### src/rtl/i2cbe_pkg.sv
// i2cbe_pkg: shared types and constants of the i2c master bit engine
// no dependencies; used by the channel interfaces, the core and the top level

package i2cbe_pkg;

	localparam int CmdW   = 3;
	localparam int ByteW  = 8;
	localparam int CntW   = 4;
	localparam int TimerW = 8;

	// reset value of the phase length register
	localparam logic [TimerW-1:0] PhaseTicksReset = TimerW'(10);
	// bits in one byte on the wire
	localparam logic [CntW-1:0]   BitsPerByte     = CntW'(8);

	// command codes carried by a tick; other codes do nothing
	typedef enum logic [CmdW-1:0] {
		CMD_NONE    = 3'd0,
		CMD_START   = 3'd1,
		CMD_STOP    = 3'd2,
		CMD_WRITE   = 3'd3,
		CMD_READ    = 3'd4,
		CMD_RELEASE = 3'd5
	} cmd_t;

	// sequencer steps, one-hot
	typedef enum logic [16:0] {
		ST_IDLE  = 17'h00001,
		ST_FIN   = 17'h00002,
		ST_ST1   = 17'h00004,
		ST_ST2   = 17'h00008,
		ST_ST3   = 17'h00010,
		ST_SP1   = 17'h00020,
		ST_SP2   = 17'h00040,
		ST_SP3   = 17'h00080,
		ST_WHI   = 17'h00100,
		ST_WLO   = 17'h00200,
		ST_WAHI  = 17'h00400,
		ST_WASMP = 17'h00800,
		ST_WREL  = 17'h01000,
		ST_RNEXT = 17'h02000,
		ST_RSMP  = 17'h04000,
		ST_RAHI  = 17'h08000,
		ST_RALO  = 17'h10000
	} step_t;

	// one tick as it enters the engine
	typedef struct packed {
		logic [CmdW-1:0]  cmd;
		logic [ByteW-1:0] tx_byte;
		logic             send_nack;
		logic             sda_in;
	} item_t;

	// one result as it leaves the engine
	typedef struct packed {
		logic             scl_level;
		logic             sda_level;
		logic             sda_drive;
		logic             scl_drive;
		logic             busy_res;
		logic             done_res;
		logic             nacked;
		logic [ByteW-1:0] rx_byte;
	} res_t;

endpackage

### src/rtl/i2cbe_tick_if.sv
// i2cbe_tick_if: input channel of the bit engine, one tick per transfer
// depends on i2cbe_pkg for the field widths

interface i2cbe_tick_if;
	logic                          valid;
	logic                          ready;
	logic [i2cbe_pkg::CmdW-1:0]    cmd;
	logic [i2cbe_pkg::ByteW-1:0]   tx_byte;
	logic                          send_nack;
	logic                          sda_in;

	modport source (output valid, cmd, tx_byte, send_nack, sda_in, input ready);
	modport sink (input valid, cmd, tx_byte, send_nack, sda_in, output ready);
endinterface

### src/rtl/i2cbe_res_if.sv
// i2cbe_res_if: result channel of the bit engine, one result per transfer
// depends on i2cbe_pkg for the field widths

interface i2cbe_res_if;
	logic                          valid;
	logic                          ready;
	logic                          scl_level;
	logic                          sda_level;
	logic                          sda_drive;
	logic                          scl_drive;
	logic                          busy_res;
	logic                          done_res;
	logic                          nacked;
	logic [i2cbe_pkg::ByteW-1:0]   rx_byte;

	modport source (output valid, scl_level, sda_level, sda_drive, scl_drive,
		busy_res, done_res, nacked, rx_byte, input ready);
	modport sink (input valid, scl_level, sda_level, sda_drive, scl_drive,
		busy_res, done_res, nacked, rx_byte, output ready);
endinterface

### src/rtl/i2cbe_core.sv
// i2cbe_core: sequencer state of the bit engine and its per-tick update
// depends on i2cbe_pkg; the result is combinational and registered by the top level

module i2cbe_core (
	input  logic                               clk,
	input  logic                               arst_n,
	input  logic                               fire,
	input  i2cbe_pkg::item_t                   item,
	input  logic [i2cbe_pkg::TimerW-1:0]       phase_ticks,
	output i2cbe_pkg::res_t                    res
);

	i2cbe_pkg::step_t                  step_q, step_d;
	logic [i2cbe_pkg::TimerW-1:0]      timer_q, timer_d;
	logic [i2cbe_pkg::CntW-1:0]        bit_cnt_q, bit_cnt_d;
	logic [i2cbe_pkg::ByteW-1:0]       shift_q, shift_d;
	logic                              ack_q, ack_d;
	logic                              scl_q, scl_d;
	logic                              sda_q, sda_d;
	logic                              sdae_q, sdae_d;
	logic                              scle_q, scle_d;
	logic                              nack_q, nack_d;
	logic [i2cbe_pkg::ByteW-1:0]       rx_q, rx_d;
	logic                              done;

	// phase length, zero acts as one
	logic [i2cbe_pkg::TimerW-1:0]      phase_len;
	logic [i2cbe_pkg::CntW-1:0]        bit_inc;
	logic [i2cbe_pkg::ByteW-1:0]       shift_wr;
	logic [i2cbe_pkg::ByteW-1:0]       shift_rd;

	assign phase_len = (phase_ticks == '0) ? i2cbe_pkg::TimerW'(1) : phase_ticks;
	assign bit_inc   = bit_cnt_q + i2cbe_pkg::CntW'(1);
	assign shift_wr  = {shift_q[i2cbe_pkg::ByteW-2:0], 1'b0};
	assign shift_rd  = {shift_q[i2cbe_pkg::ByteW-2:0], item.sda_in};

	// next state for one tick
	always_comb begin
		step_d    = step_q;
		timer_d   = timer_q;
		bit_cnt_d = bit_cnt_q;
		shift_d   = shift_q;
		ack_d     = ack_q;
		scl_d     = scl_q;
		sda_d     = sda_q;
		sdae_d    = sdae_q;
		scle_d    = scle_q;
		nack_d    = nack_q;
		rx_d      = rx_q;
		done      = 1'b0;
		if (step_q == i2cbe_pkg::ST_IDLE) begin
			// command decode while idle
			case (item.cmd)
				i2cbe_pkg::CMD_START: begin
					sda_d   = 1'b1;
					step_d  = i2cbe_pkg::ST_ST1;
					timer_d = phase_len;
				end
				i2cbe_pkg::CMD_STOP: begin
					sda_d   = 1'b0;
					step_d  = i2cbe_pkg::ST_SP1;
					timer_d = phase_len;
				end
				i2cbe_pkg::CMD_WRITE: begin
					shift_d   = item.tx_byte;
					bit_cnt_d = '0;
					sda_d     = item.tx_byte[i2cbe_pkg::ByteW-1];
					step_d    = i2cbe_pkg::ST_WHI;
					timer_d   = phase_len;
				end
				i2cbe_pkg::CMD_READ: begin
					shift_d   = '0;
					bit_cnt_d = '0;
					ack_d     = item.send_nack;
					sdae_d    = 1'b0;
					step_d    = i2cbe_pkg::ST_RNEXT;
					timer_d   = phase_len;
				end
				i2cbe_pkg::CMD_RELEASE: begin
					sdae_d = 1'b0;
					scle_d = 1'b0;
					done   = 1'b1;
				end
				default: begin
				end
			endcase
		end else if (timer_q > i2cbe_pkg::TimerW'(1)) begin
			// phase still running
			timer_d = timer_q - i2cbe_pkg::TimerW'(1);
		end else begin
			// phase expired: do the next pin action
			timer_d = phase_len;
			case (step_q)
				i2cbe_pkg::ST_ST1: begin
					scl_d  = 1'b1;
					step_d = i2cbe_pkg::ST_ST2;
				end
				i2cbe_pkg::ST_ST2: begin
					sda_d  = 1'b0;
					step_d = i2cbe_pkg::ST_ST3;
				end
				i2cbe_pkg::ST_ST3: begin
					scl_d  = 1'b0;
					step_d = i2cbe_pkg::ST_FIN;
				end
				i2cbe_pkg::ST_SP1: begin
					scl_d  = 1'b1;
					step_d = i2cbe_pkg::ST_SP2;
				end
				i2cbe_pkg::ST_SP2: begin
					sda_d  = 1'b1;
					step_d = i2cbe_pkg::ST_SP3;
				end
				i2cbe_pkg::ST_SP3: begin
					scl_d  = 1'b0;
					step_d = i2cbe_pkg::ST_FIN;
				end
				i2cbe_pkg::ST_WHI: begin
					scl_d  = 1'b1;
					step_d = i2cbe_pkg::ST_WLO;
				end
				i2cbe_pkg::ST_WLO: begin
					scl_d     = 1'b0;
					bit_cnt_d = bit_inc;
					shift_d   = shift_wr;
					if (bit_inc < i2cbe_pkg::BitsPerByte) begin
						sda_d  = shift_wr[i2cbe_pkg::ByteW-1];
						step_d = i2cbe_pkg::ST_WHI;
					end else begin
						sdae_d = 1'b0;
						step_d = i2cbe_pkg::ST_WAHI;
					end
				end
				i2cbe_pkg::ST_WAHI: begin
					scl_d  = 1'b1;
					step_d = i2cbe_pkg::ST_WASMP;
				end
				i2cbe_pkg::ST_WASMP: begin
					// sample acknowledge; a nack runs a stop
					if (item.sda_in) begin
						nack_d = 1'b1;
						sda_d  = 1'b0;
						sdae_d = 1'b1;
						step_d = i2cbe_pkg::ST_SP1;
					end else begin
						nack_d = 1'b0;
						scl_d  = 1'b0;
						step_d = i2cbe_pkg::ST_WREL;
					end
				end
				i2cbe_pkg::ST_WREL: begin
					sda_d  = 1'b0;
					sdae_d = 1'b1;
					step_d = i2cbe_pkg::ST_FIN;
				end
				i2cbe_pkg::ST_RNEXT: begin
					if (bit_cnt_q < i2cbe_pkg::BitsPerByte) begin
						scl_d  = 1'b1;
						step_d = i2cbe_pkg::ST_RSMP;
					end else begin
						sda_d  = ack_q;
						sdae_d = 1'b1;
						step_d = i2cbe_pkg::ST_RAHI;
					end
				end
				i2cbe_pkg::ST_RSMP: begin
					shift_d   = shift_rd;
					scl_d     = 1'b0;
					bit_cnt_d = bit_inc;
					if (bit_inc >= i2cbe_pkg::BitsPerByte) begin
						rx_d = shift_rd;
					end
					step_d = i2cbe_pkg::ST_RNEXT;
				end
				i2cbe_pkg::ST_RAHI: begin
					scl_d  = 1'b1;
					step_d = i2cbe_pkg::ST_RALO;
				end
				i2cbe_pkg::ST_RALO: begin
					scl_d  = 1'b0;
					step_d = i2cbe_pkg::ST_FIN;
				end
				default: begin
					// end of sequence
					step_d  = i2cbe_pkg::ST_IDLE;
					timer_d = '0;
					done    = 1'b1;
				end
			endcase
		end
	end

	// result fields after this tick
	always_comb begin
		res.scl_level = scl_d;
		res.sda_level = sda_d;
		res.sda_drive = sdae_d;
		res.scl_drive = scle_d;
		res.busy_res  = (step_d != i2cbe_pkg::ST_IDLE);
		res.done_res  = done;
		res.nacked    = nack_d;
		res.rx_byte   = rx_d;
	end

	// state registers, updated once per consumed tick
	always_ff @(posedge clk or negedge arst_n) begin
		if (!arst_n) begin
			step_q    <= i2cbe_pkg::ST_IDLE;
			timer_q   <= '0;
			bit_cnt_q <= '0;
			shift_q   <= '0;
			ack_q     <= 1'b0;
			scl_q     <= 1'b0;
			sda_q     <= 1'b0;
			sdae_q    <= 1'b1;
			scle_q    <= 1'b1;
			nack_q    <= 1'b0;
			rx_q      <= '0;
		end else if (fire) begin
			step_q    <= step_d;
			timer_q   <= timer_d;
			bit_cnt_q <= bit_cnt_d;
			shift_q   <= shift_d;
			ack_q     <= ack_d;
			scl_q     <= scl_d;
			sda_q     <= sda_d;
			sdae_q    <= sdae_d;
			scle_q    <= scle_d;
			nack_q    <= nack_d;
			rx_q      <= rx_d;
		end
	end

endmodule

### src/rtl/i2c_master_bit_engine.sv
// i2c_master_bit_engine: top level with tick input register, result register and config
// depends on i2cbe_pkg, i2cbe_tick_if, i2cbe_res_if and i2cbe_core

// One tick is taken every clock cycle while results are being taken. A tick passes an
// input register, one pass of the sequencer logic in i2cbe_core, and a result register,
// so its result is offered from the result register. Every tick gives exactly one
// result: the pin levels and output enables after that tick, busy and done flags, the
// acknowledge of the last write and the byte of the last read. A command is only acted
// on when the engine is idle; each pin action is followed by phase_ticks ticks (zero
// counts as one). After reset both pins are driven low. Write phase_ticks only while
// no ticks are in flight.

module i2c_master_bit_engine (
	input  logic                             clk,
	input  logic                             arst_n,
	i2cbe_tick_if.sink                       tick,
	i2cbe_res_if.source                      result,
	input  logic                             cfg_wr_en,
	input  logic [i2cbe_pkg::TimerW-1:0]     cfg_wr_data
);

	logic [i2cbe_pkg::TimerW-1:0] phase_ticks_q;
	i2cbe_pkg::item_t             item_s1;
	logic                         vld_s1;
	i2cbe_pkg::res_t              res_d;
	i2cbe_pkg::res_t              res_s2;
	logic                         vld_s2;
	logic                         s2_free;
	logic                         adv;

	// handshake between stages
	assign s2_free    = !vld_s2 || result.ready;
	assign adv        = vld_s1 && s2_free;
	assign tick.ready = !vld_s1 || s2_free;

	// phase length register
	always_ff @(posedge clk or negedge arst_n) begin
		if (!arst_n) begin
			phase_ticks_q <= i2cbe_pkg::PhaseTicksReset;
		end else if (cfg_wr_en) begin
			phase_ticks_q <= cfg_wr_data;
		end
	end

	// input register
	always_ff @(posedge clk or negedge arst_n) begin
		if (!arst_n) begin
			vld_s1 <= 1'b0;
		end else if (tick.valid && tick.ready) begin
			vld_s1 <= 1'b1;
		end else if (adv) begin
			vld_s1 <= 1'b0;
		end
	end

	always_ff @(posedge clk) begin
		if (tick.valid && tick.ready) begin
			item_s1.cmd       <= tick.cmd;
			item_s1.tx_byte   <= tick.tx_byte;
			item_s1.send_nack <= tick.send_nack;
			item_s1.sda_in    <= tick.sda_in;
		end
	end

	// sequencer
	i2cbe_core u_core (
		.clk         (clk),
		.arst_n      (arst_n),
		.fire        (adv),
		.item        (item_s1),
		.phase_ticks (phase_ticks_q),
		.res         (res_d)
	);

	// result register
	always_ff @(posedge clk or negedge arst_n) begin
		if (!arst_n) begin
			vld_s2 <= 1'b0;
		end else if (adv) begin
			vld_s2 <= 1'b1;
		end else if (result.ready) begin
			vld_s2 <= 1'b0;
		end
	end

	always_ff @(posedge clk) begin
		if (adv) begin
			res_s2 <= res_d;
		end
	end

	assign result.valid     = vld_s2;
	assign result.scl_level = res_s2.scl_level;
	assign result.sda_level = res_s2.sda_level;
	assign result.sda_drive = res_s2.sda_drive;
	assign result.scl_drive = res_s2.scl_drive;
	assign result.busy_res  = res_s2.busy_res;
	assign result.done_res  = res_s2.done_res;
	assign result.nacked    = res_s2.nacked;
	assign result.rx_byte   = res_s2.rx_byte;

`ifndef ASSERT_OFF
	// a finishing tick always leaves the sequencer idle
	a_done_not_busy: assert property (@(posedge clk) disable iff (!arst_n)
		adv && res_d.done_res |-> !res_d.busy_res)
		else $error("done with sequencer still busy");

	// a consumed tick always lands in the result register
	a_adv_fills_s2: assert property (@(posedge clk) disable iff (!arst_n)
		adv |=> vld_s2)
		else $error("consumed tick lost before result register");

	// a stalled result is not overwritten
	a_s2_hold: assert property (@(posedge clk) disable iff (!arst_n)
		vld_s2 && !result.ready |=> vld_s2 && res_s2 == $past(res_s2))
		else $error("stalled result changed");
`endif

endmodule

### src/flat_wrapper.sv
// flat-port wrapper written by rule: the top's interface ports become plain ports
module i2c_master_bit_engine_flat 
  (clk, arst_n, cfg_wr_en, cfg_wr_data, tick_valid, tick_cmd, tick_tx_byte, tick_send_nack, tick_sda_in, tick_ready, result_valid, result_scl_level, result_sda_level, result_sda_drive, result_scl_drive, result_busy_res, result_done_res, result_nacked, result_rx_byte, result_ready);
  i2cbe_tick_if tick_i ();
  i2cbe_res_if result_i ();
  input  logic clk;
  input  logic arst_n;
  input  logic cfg_wr_en;
  input  logic [i2cbe_pkg::TimerW-1:0] cfg_wr_data;
  input wire logic [$bits(tick_i.valid)-1:0] tick_valid;
  input wire logic [$bits(tick_i.cmd)-1:0] tick_cmd;
  input wire logic [$bits(tick_i.tx_byte)-1:0] tick_tx_byte;
  input wire logic [$bits(tick_i.send_nack)-1:0] tick_send_nack;
  input wire logic [$bits(tick_i.sda_in)-1:0] tick_sda_in;
  output wire logic [$bits(tick_i.ready)-1:0] tick_ready;
  output wire logic [$bits(result_i.valid)-1:0] result_valid;
  output wire logic [$bits(result_i.scl_level)-1:0] result_scl_level;
  output wire logic [$bits(result_i.sda_level)-1:0] result_sda_level;
  output wire logic [$bits(result_i.sda_drive)-1:0] result_sda_drive;
  output wire logic [$bits(result_i.scl_drive)-1:0] result_scl_drive;
  output wire logic [$bits(result_i.busy_res)-1:0] result_busy_res;
  output wire logic [$bits(result_i.done_res)-1:0] result_done_res;
  output wire logic [$bits(result_i.nacked)-1:0] result_nacked;
  output wire logic [$bits(result_i.rx_byte)-1:0] result_rx_byte;
  input wire logic [$bits(result_i.ready)-1:0] result_ready;
  assign tick_i.valid = tick_valid;
  assign tick_i.cmd = tick_cmd;
  assign tick_i.tx_byte = tick_tx_byte;
  assign tick_i.send_nack = tick_send_nack;
  assign tick_i.sda_in = tick_sda_in;
  assign tick_ready = tick_i.ready;
  assign result_valid = result_i.valid;
  assign result_scl_level = result_i.scl_level;
  assign result_sda_level = result_i.sda_level;
  assign result_sda_drive = result_i.sda_drive;
  assign result_scl_drive = result_i.scl_drive;
  assign result_busy_res = result_i.busy_res;
  assign result_done_res = result_i.done_res;
  assign result_nacked = result_i.nacked;
  assign result_rx_byte = result_i.rx_byte;
  assign result_i.ready = result_ready;
  i2c_master_bit_engine u_core (.clk(clk), .arst_n(arst_n), .tick(tick_i), .result(result_i), .cfg_wr_en(cfg_wr_en), .cfg_wr_data(cfg_wr_data));
endmodule
### config.mk
export PLATFORM = sky130hd
export DESIGN_NAME = i2c_master_bit_engine_flat
export DESIGN_NICKNAME = d
export VERILOG_FILES = /design/src/rtl/i2cbe_pkg.sv /design/src/rtl/i2cbe_tick_if.sv /design/src/rtl/i2cbe_res_if.sv /design/src/rtl/i2cbe_core.sv /design/src/rtl/i2c_master_bit_engine.sv /design/src/flat_wrapper.sv
export SDC_FILE = /design/constraint.sdc
export NUM_CORES = 1
export LEC_CHECK = 0
export ABC_AREA = 1
export BUFFER_PORTS_ARGS = -buffer_cell sky130_fd_sc_hd__buf_4
export CAP_MARGIN = 20
export CORE_MARGIN = 2
export CORE_UTILIZATION = 54
export DETAILED_ROUTE_END_ITERATION = 8
export PLACE_DENSITY_LB_ADDON = 0.15
export REMOVE_ABC_BUFFERS = 1
export SLEW_MARGIN = 5
export SYNTH_ARGS = -nofsm -noshare
export SYNTH_HDL_FRONTEND = slang
export SYNTH_SLANG_ARGS = --single-unit
export TNS_END_PERCENT = 1
### constraint.sdc
create_clock -name clk -period 2 [get_ports clk]
set_input_delay 0.3 -clock clk [delete_from_list [all_inputs] [get_ports clk]]
set_output_delay 0.3 -clock clk [all_outputs]
set_load 0.05 [all_outputs]
### Word-level counts from Yosys, hierarchy flattened

Cells that the tools add are included.

* flip-flop bits (word level): 88
* bits of input ports: 26
* output and inout port bits: 17
* word-level logic and storage cells: 139

* add/subtract/negate cells: 2
* $lt $le $gt $ge: 4
* equal/unequal tests: 26
* muxes and demuxes: 57
* reductions and logical operators: 24

Operator list (count)
* $pmux 17 s12: 1
* $mux 8: 9
* $pmux 17 s4: 1
* $mux 17: 2
* $mux 1: 29
* $pmux 7 s2: 2
* $eq 17x1->1 const B: 1
* $eq 17x10->1 const B: 1
* $eq 17x11->1 const B: 1
* $eq 17x12->1 const B: 1
* $eq 17x13->1 const B: 1
* $eq 17x14->1 const B: 1
* $eq 17x15->1 const B: 1
* $eq 17x16->1 const B: 1
* $eq 17x17->1 const B: 1
* $eq 17x3->1 const B: 1
* $eq 17x4->1 const B: 1
* $eq 17x5->1 const B: 1
* $eq 17x6->1 const B: 1
* $eq 17x7->1 const B: 1
* $eq 17x8->1 const B: 1
* $eq 17x9->1 const B: 1
* $ne 17x1->1 const B: 1
* $mux 16: 1
* 30 further kinds: 51

### Longest topological paths before layout

* word-level depth: 7
* mapped depth: 15
* depth with buffers taken out: 13

### Modules after synthesis

A second synthesis with hierarchy kept.

* cell total of the unflattened synthesis: 630
* area, all modules: 5182.5 um^2

By module, submodules not included
* i2cbe_core: instances 1, cells each 557, area an instance 3937.5 um^2, sequential area each 1255.0 um^2
* i2c_master_bit_engine: instances 1, cells each 73, area an instance 1244.9 um^2, sequential area each 1093.5 um^2

### Least setup slack after synthesis

No wires, ideal clock.

* path kind: reg2reg
* from: register u_core.u_core.timer_q[0] (netlist name)
* to: register u_core.res_s2, in the netlist u_core.result.busy_res, data pin
* arrival time: 1801 ps
* data required time: 1746 ps
* path slack: -55 ps
* cell stages (with the launch flop): 11
* buffers on the path: 1
* period minus slack after synthesis: 2055 ps
* path through: dfrtp_1 -> inv_1 -> ha_1 -> o21ai_0 -> nor2_4 -> nand2_2 -> buf_4 -> inv_1 -> nand3_1 -> a21oi_1 -> nand2_1

RTL lines
* start: declaration: line i2cbe_core.sv:14 `logic [i2cbe_pkg::TimerW-1:0] timer_q, timer_d;`
* start signal: assignment: line i2cbe_core.sv:221 `timer_q <= timer_d;`
* end signal: assignment: line i2c_master_bit_engine.sv:88 `res_s2 <= res_d;`
* end: declaration: line i2c_master_bit_engine.sv:26 `i2cbe_pkg::res_t res_s2;`

==> flow_metrics.env <==
export IMPL_die_y_um=98.8
export IMPL_cts_root_buf="clkbuf_8"
export IMPL_synth_area_top_cells="dfrtp_1, edfxtp_1, nand2_1"
export IMPL_pre_cts_ws_ps=-206
export IMPL_ys_types=45
export IMPL_yosysWarnings=0
export IMPL_dp_hpwl_mm=10.1
export IMPL_synthCells=598
export IMPL_p_leak_nw=3.17
export IMPL_path_cells="nor2_2 -> nand2_2 -> nor2_4 -> buf_12 -> buf_12 -> nand2_1 -> nor2_2 -> nor2_2 -> nand3_2 -> nor2_1 -> nand3_2 -> buf_6 -> buf_4 -> o21ai_0"
export IMPL_worstSetupPathType="reg -> reg"
export IMPL_ys_ff_latch=88
export IMPL_synth_edf_count=28
export IMPL_cts_sinks=88
export IMPL_grt_overflow_total=0
export IMPL_cp_end_kind="register"
export IMPL_power_internal_mw=6.15
export IMPL_setup_viol=17
export IMPL_p_sw_share_pct=44.3
export IMPL_path_buf_inv=4
export IMPL_syn_to_final_growth_pct=36.3
export IMPL_finalPower_mw=11.0
export IMPL_timing_rr_start="u_core.u_core.step_q[14]"
export IMPL_clock_path_buffers=2
export IMPL_cp_start_kind="register"
export IMPL_via_per_inst=5.44
export IMPL_crit_path_start="u_core.u_core.step_q[14]"
export IMPL_p_seq_share_pct=23.8
export IMPL_crit_fanout=9
export IMPL_antenna_cells=0
export IMPL_tightest_slew_ps=805
export IMPL_status="finished, violations left"
export IMPL_power_frac_clock_pct=12.5
export IMPL_slew_headroom_pct=46.3
export IMPL_pwr_share_comb_pct=63.7
export IMPL_slowest_delay_ps=400
export IMPL_cp_top_family="simple AND/OR/NAND/NOR gates"
export IMPL_endpoint="u_core.result.done_res"
export IMPL_worstSkewPairLatency_ps=360
export IMPL_power_density_nw_per_um2=1670
export IMPL_r2r_end="u_core.result.done_res"
export IMPL_layout_cells_non_filler=865
export IMPL_period_share_pct=105
export IMPL_hold_viol=0
export IMPL_hold_buffers=0
export IMPL_critical_path_depth=14
export IMPL_rsz0062_at_grt="yes"
export IMPL_wl_per_cell_um=16.1
export IMPL_synth_most_common_cell="nand2_1"
export IMPL_avgSynthCellArea_um2=8.11
export IMPL_max_freq_ghz=0.476
export IMPL_track_usage_pct=29.8
export IMPL_drtIter0Drc=278
export IMPL_grt_max_degree=61
export IMPL_slowest_stage="dfrtp_1"
export IMPL_finClkSkew_ps=9.47
export IMPL_ant_nets=0
export IMPL_io_pins=43
export IMPL_drv_slew=0
export IMPL_die_w_um=98.8
export IMPL_cts_tree="yes"
export IMPL_min_period_ps=2100
export IMPL_maxCapViolations=0
export IMPL_hold_class="in -> async"
export IMPL_dieArea_um2=9750
export IMPL_nets=781
export IMPL_place_inst=822
export IMPL_numCtsBuffers=9
export IMPL_violations="negative setup slack"
export IMPL_yosys_area_top_type="dfrtp_1"
export IMPL_cts_clk_slew_worst_paths_ps=100
export IMPL_r2r_cells=14
export IMPL_yosys_top_cells_count="nand2_1, nor2_1, inv_1"
export IMPL_wirelength_mm=13.9
export IMPL_crit_required_ps=2110
export IMPL_portBuffers=42
export IMPL_antenna_found_initial=0
export IMPL_core_um2=8720
export IMPL_drc=0
export IMPL_htreeDepth=3
export IMPL_grt_pass1_wl_mm=23.0
export IMPL_power_switching_mw=4.89
export IMPL_ys_seq_area_share_pct=48.4
export IMPL_synth_top_cell_area_share_pct=28.4
export IMPL_cpMostUsedCell="nor2_2"
export IMPL_ys_flop_type="dfrtp_1"
export IMPL_start_util_pct=55.6
export IMPL_ir_drop_uv=866
export IMPL_dr_pass1_iters=5
export IMPL_hold_ws_ps=11.3
export IMPL_placementRows=34
export IMPL_final_core_utilization_pct=75.8
export IMPL_drive_above_1_share_pct=34.9
export IMPL_routabilityCongestion=0.944
export IMPL_netlist_area_um2=4850
export IMPL_grt_pass1_vias=4610
export IMPL_fill_cells=642
export IMPL_layout_setup_ws_ps=-101
export IMPL_vias=4703
export IMPL_crit_arrival_ps=2210
export IMPL_ys_async_sr_fraction_pct=68.2
export IMPL_reg2reg_slack_ps=-100
-- per-layer routing --
layer / GRT usage (%) / share of wire [%] / up-vias
met5: 0 / 0 / -
met1: 41.4 / 43 / 2226
li1: - / - / 2284
met3: 3.33 / 6.1 / 19
met2: 49.5 / 49 / 174
met4: 8.64 / 1.7 / 0
-- state kept, by name, indices dropped and copies added, names as in the netlist --
signal and count:
u_core.result.rx_byte 8, u_core.result.busy_res 1, u_core.phase_ticks_q 8, u_core.result.scl_drive 1, u_core.result.sda_drive 1, u_core.u_core.bit_cnt_q 4
u_core.u_core.step_q 17, u_core.u_core.ack_q 1, u_core.result.done_res 1, u_core.u_core.scl_q 1, u_core.vld_s1 1, u_core.u_core.sda_q 1
u_core.u_core.rx_q 8, u_core.u_core.nack_q 1, u_core.u_core.timer_q 8, u_core.result.valid 1, u_core.result.nacked 1, u_core.result.sda_level 1
u_core.result.scl_level 1, u_core.item_s1 13, u_core.u_core.scle_q 1, u_core.u_core.sdae_q 1, u_core.u_core.shift_q 7
-- repair_timing --
item                                    4_1_cts  5_1_grt
endpoints found under the setup margin       44       50
resized for setup                            45       41
gates cloned                                  1        0
setup buffers                                15       11
pin swaps                                    19       41
-- how the worst min path moves through the flow --
stage | slack (ps) | depth (start not counted) | endpoint
2_1_floorplan | 4 | 0 | u_core.phase_ticks_q[0]
3_3_place_gp | 420 | 1 | u_core.u_core.step_q[1]
3_5_place_dp | 440 | 1 | u_core.u_core.step_q[1]
4_1_cts | 50 | 1 | u_core.u_core.step_q[9]
5_1_grt | 70 | 1 | u_core.u_core.step_q[9]
6_report | 10 | 1 | u_core.u_core.step_q[1]
-- cell type report --
type                    count  area (um^2)  share of cell area, %
repair buffers            160         1270                   19.2
multi-input cells         419         2340                   35.4
clock inverters             4         56.3                  0.852
well taps                 108          135                   2.04
inverters                  74          294                   4.45
flip-flops and latches     88         2350                   35.5
clock buffers              12          166                   2.52
-- power groups by stage --
| stage | Clock, mW | Combinational, mW | Sequential (mW) |
|---|---|---|---|
| global route | 1.46 | 7.65 | 2.67 |
| detailed placement | 0 | 5.92 | 2.64 |
| floorplan | 0 | 2.90 | 2.84 |
| CTS | 1.40 | 6.40 | 2.62 |
| global placement | 0 | 5.86 | 2.62 |
| finish | 1.38 | 7.03 | 2.63 |
-- logic make-up after synthesis --
logic type                 Yosys count  share of synthesized area, %
xor gates and xnor gates             7                          1.26
and+or+nand+nor                    315                          29.9
DFF                                 88                          48.4
buffers and inverters               92                          7.87
AOI/OAI and AO/OA                   89                          10.9
muxes                                4                         0.903
adders and majority gates            3                         0.774
-- layout by cell type, fill, tap and decap left out, types with 2 or more instances in the layout --
master,count
nand3_1,43
o21ai_0,30
buf_12,2
nor2_1,62
dfstp_2,5
a21oi_1,11
clkbuf_8,10
nand2_2,7
a31oi_1,3
edfxtp_1,28
nand2_4,2
xnor2_1,2
o22ai_1,5
nor2_8,2
nand2_1,135
nand3_4,2
ha_4,2
inv_2,6
or2_4,2
nand3_2,11
nor2_4,10
nand4_1,14
mux2_2,3
dfrtp_1,55
buf_6,10
a21oi_2,7
inv_6,4
o211ai_1,13
clkinvlp_4,3
nor3_1,5
o21ai_1,10
buf_4,146
inv_1,63
nor2_2,17
xor2_1,5
-- through the flow --
step	setup TNS [ps]	cell area, um^2
finish	-579	6610
global route	-5000	6610
CTS	-236	6390
detailed placement	-3430	5900
global placement	-1780	5900
floorplan	-6180	4750
-- worst register-to-register path, delay by kind of cell, from the launching register on --
family	cells	cell delay, ps
and+or+nand+nor	9	960
buffers and inverters	4	440
DFF	1	400
AOI/OAI and AO/OA	1	60
Power figures use the tool's default switching activity.
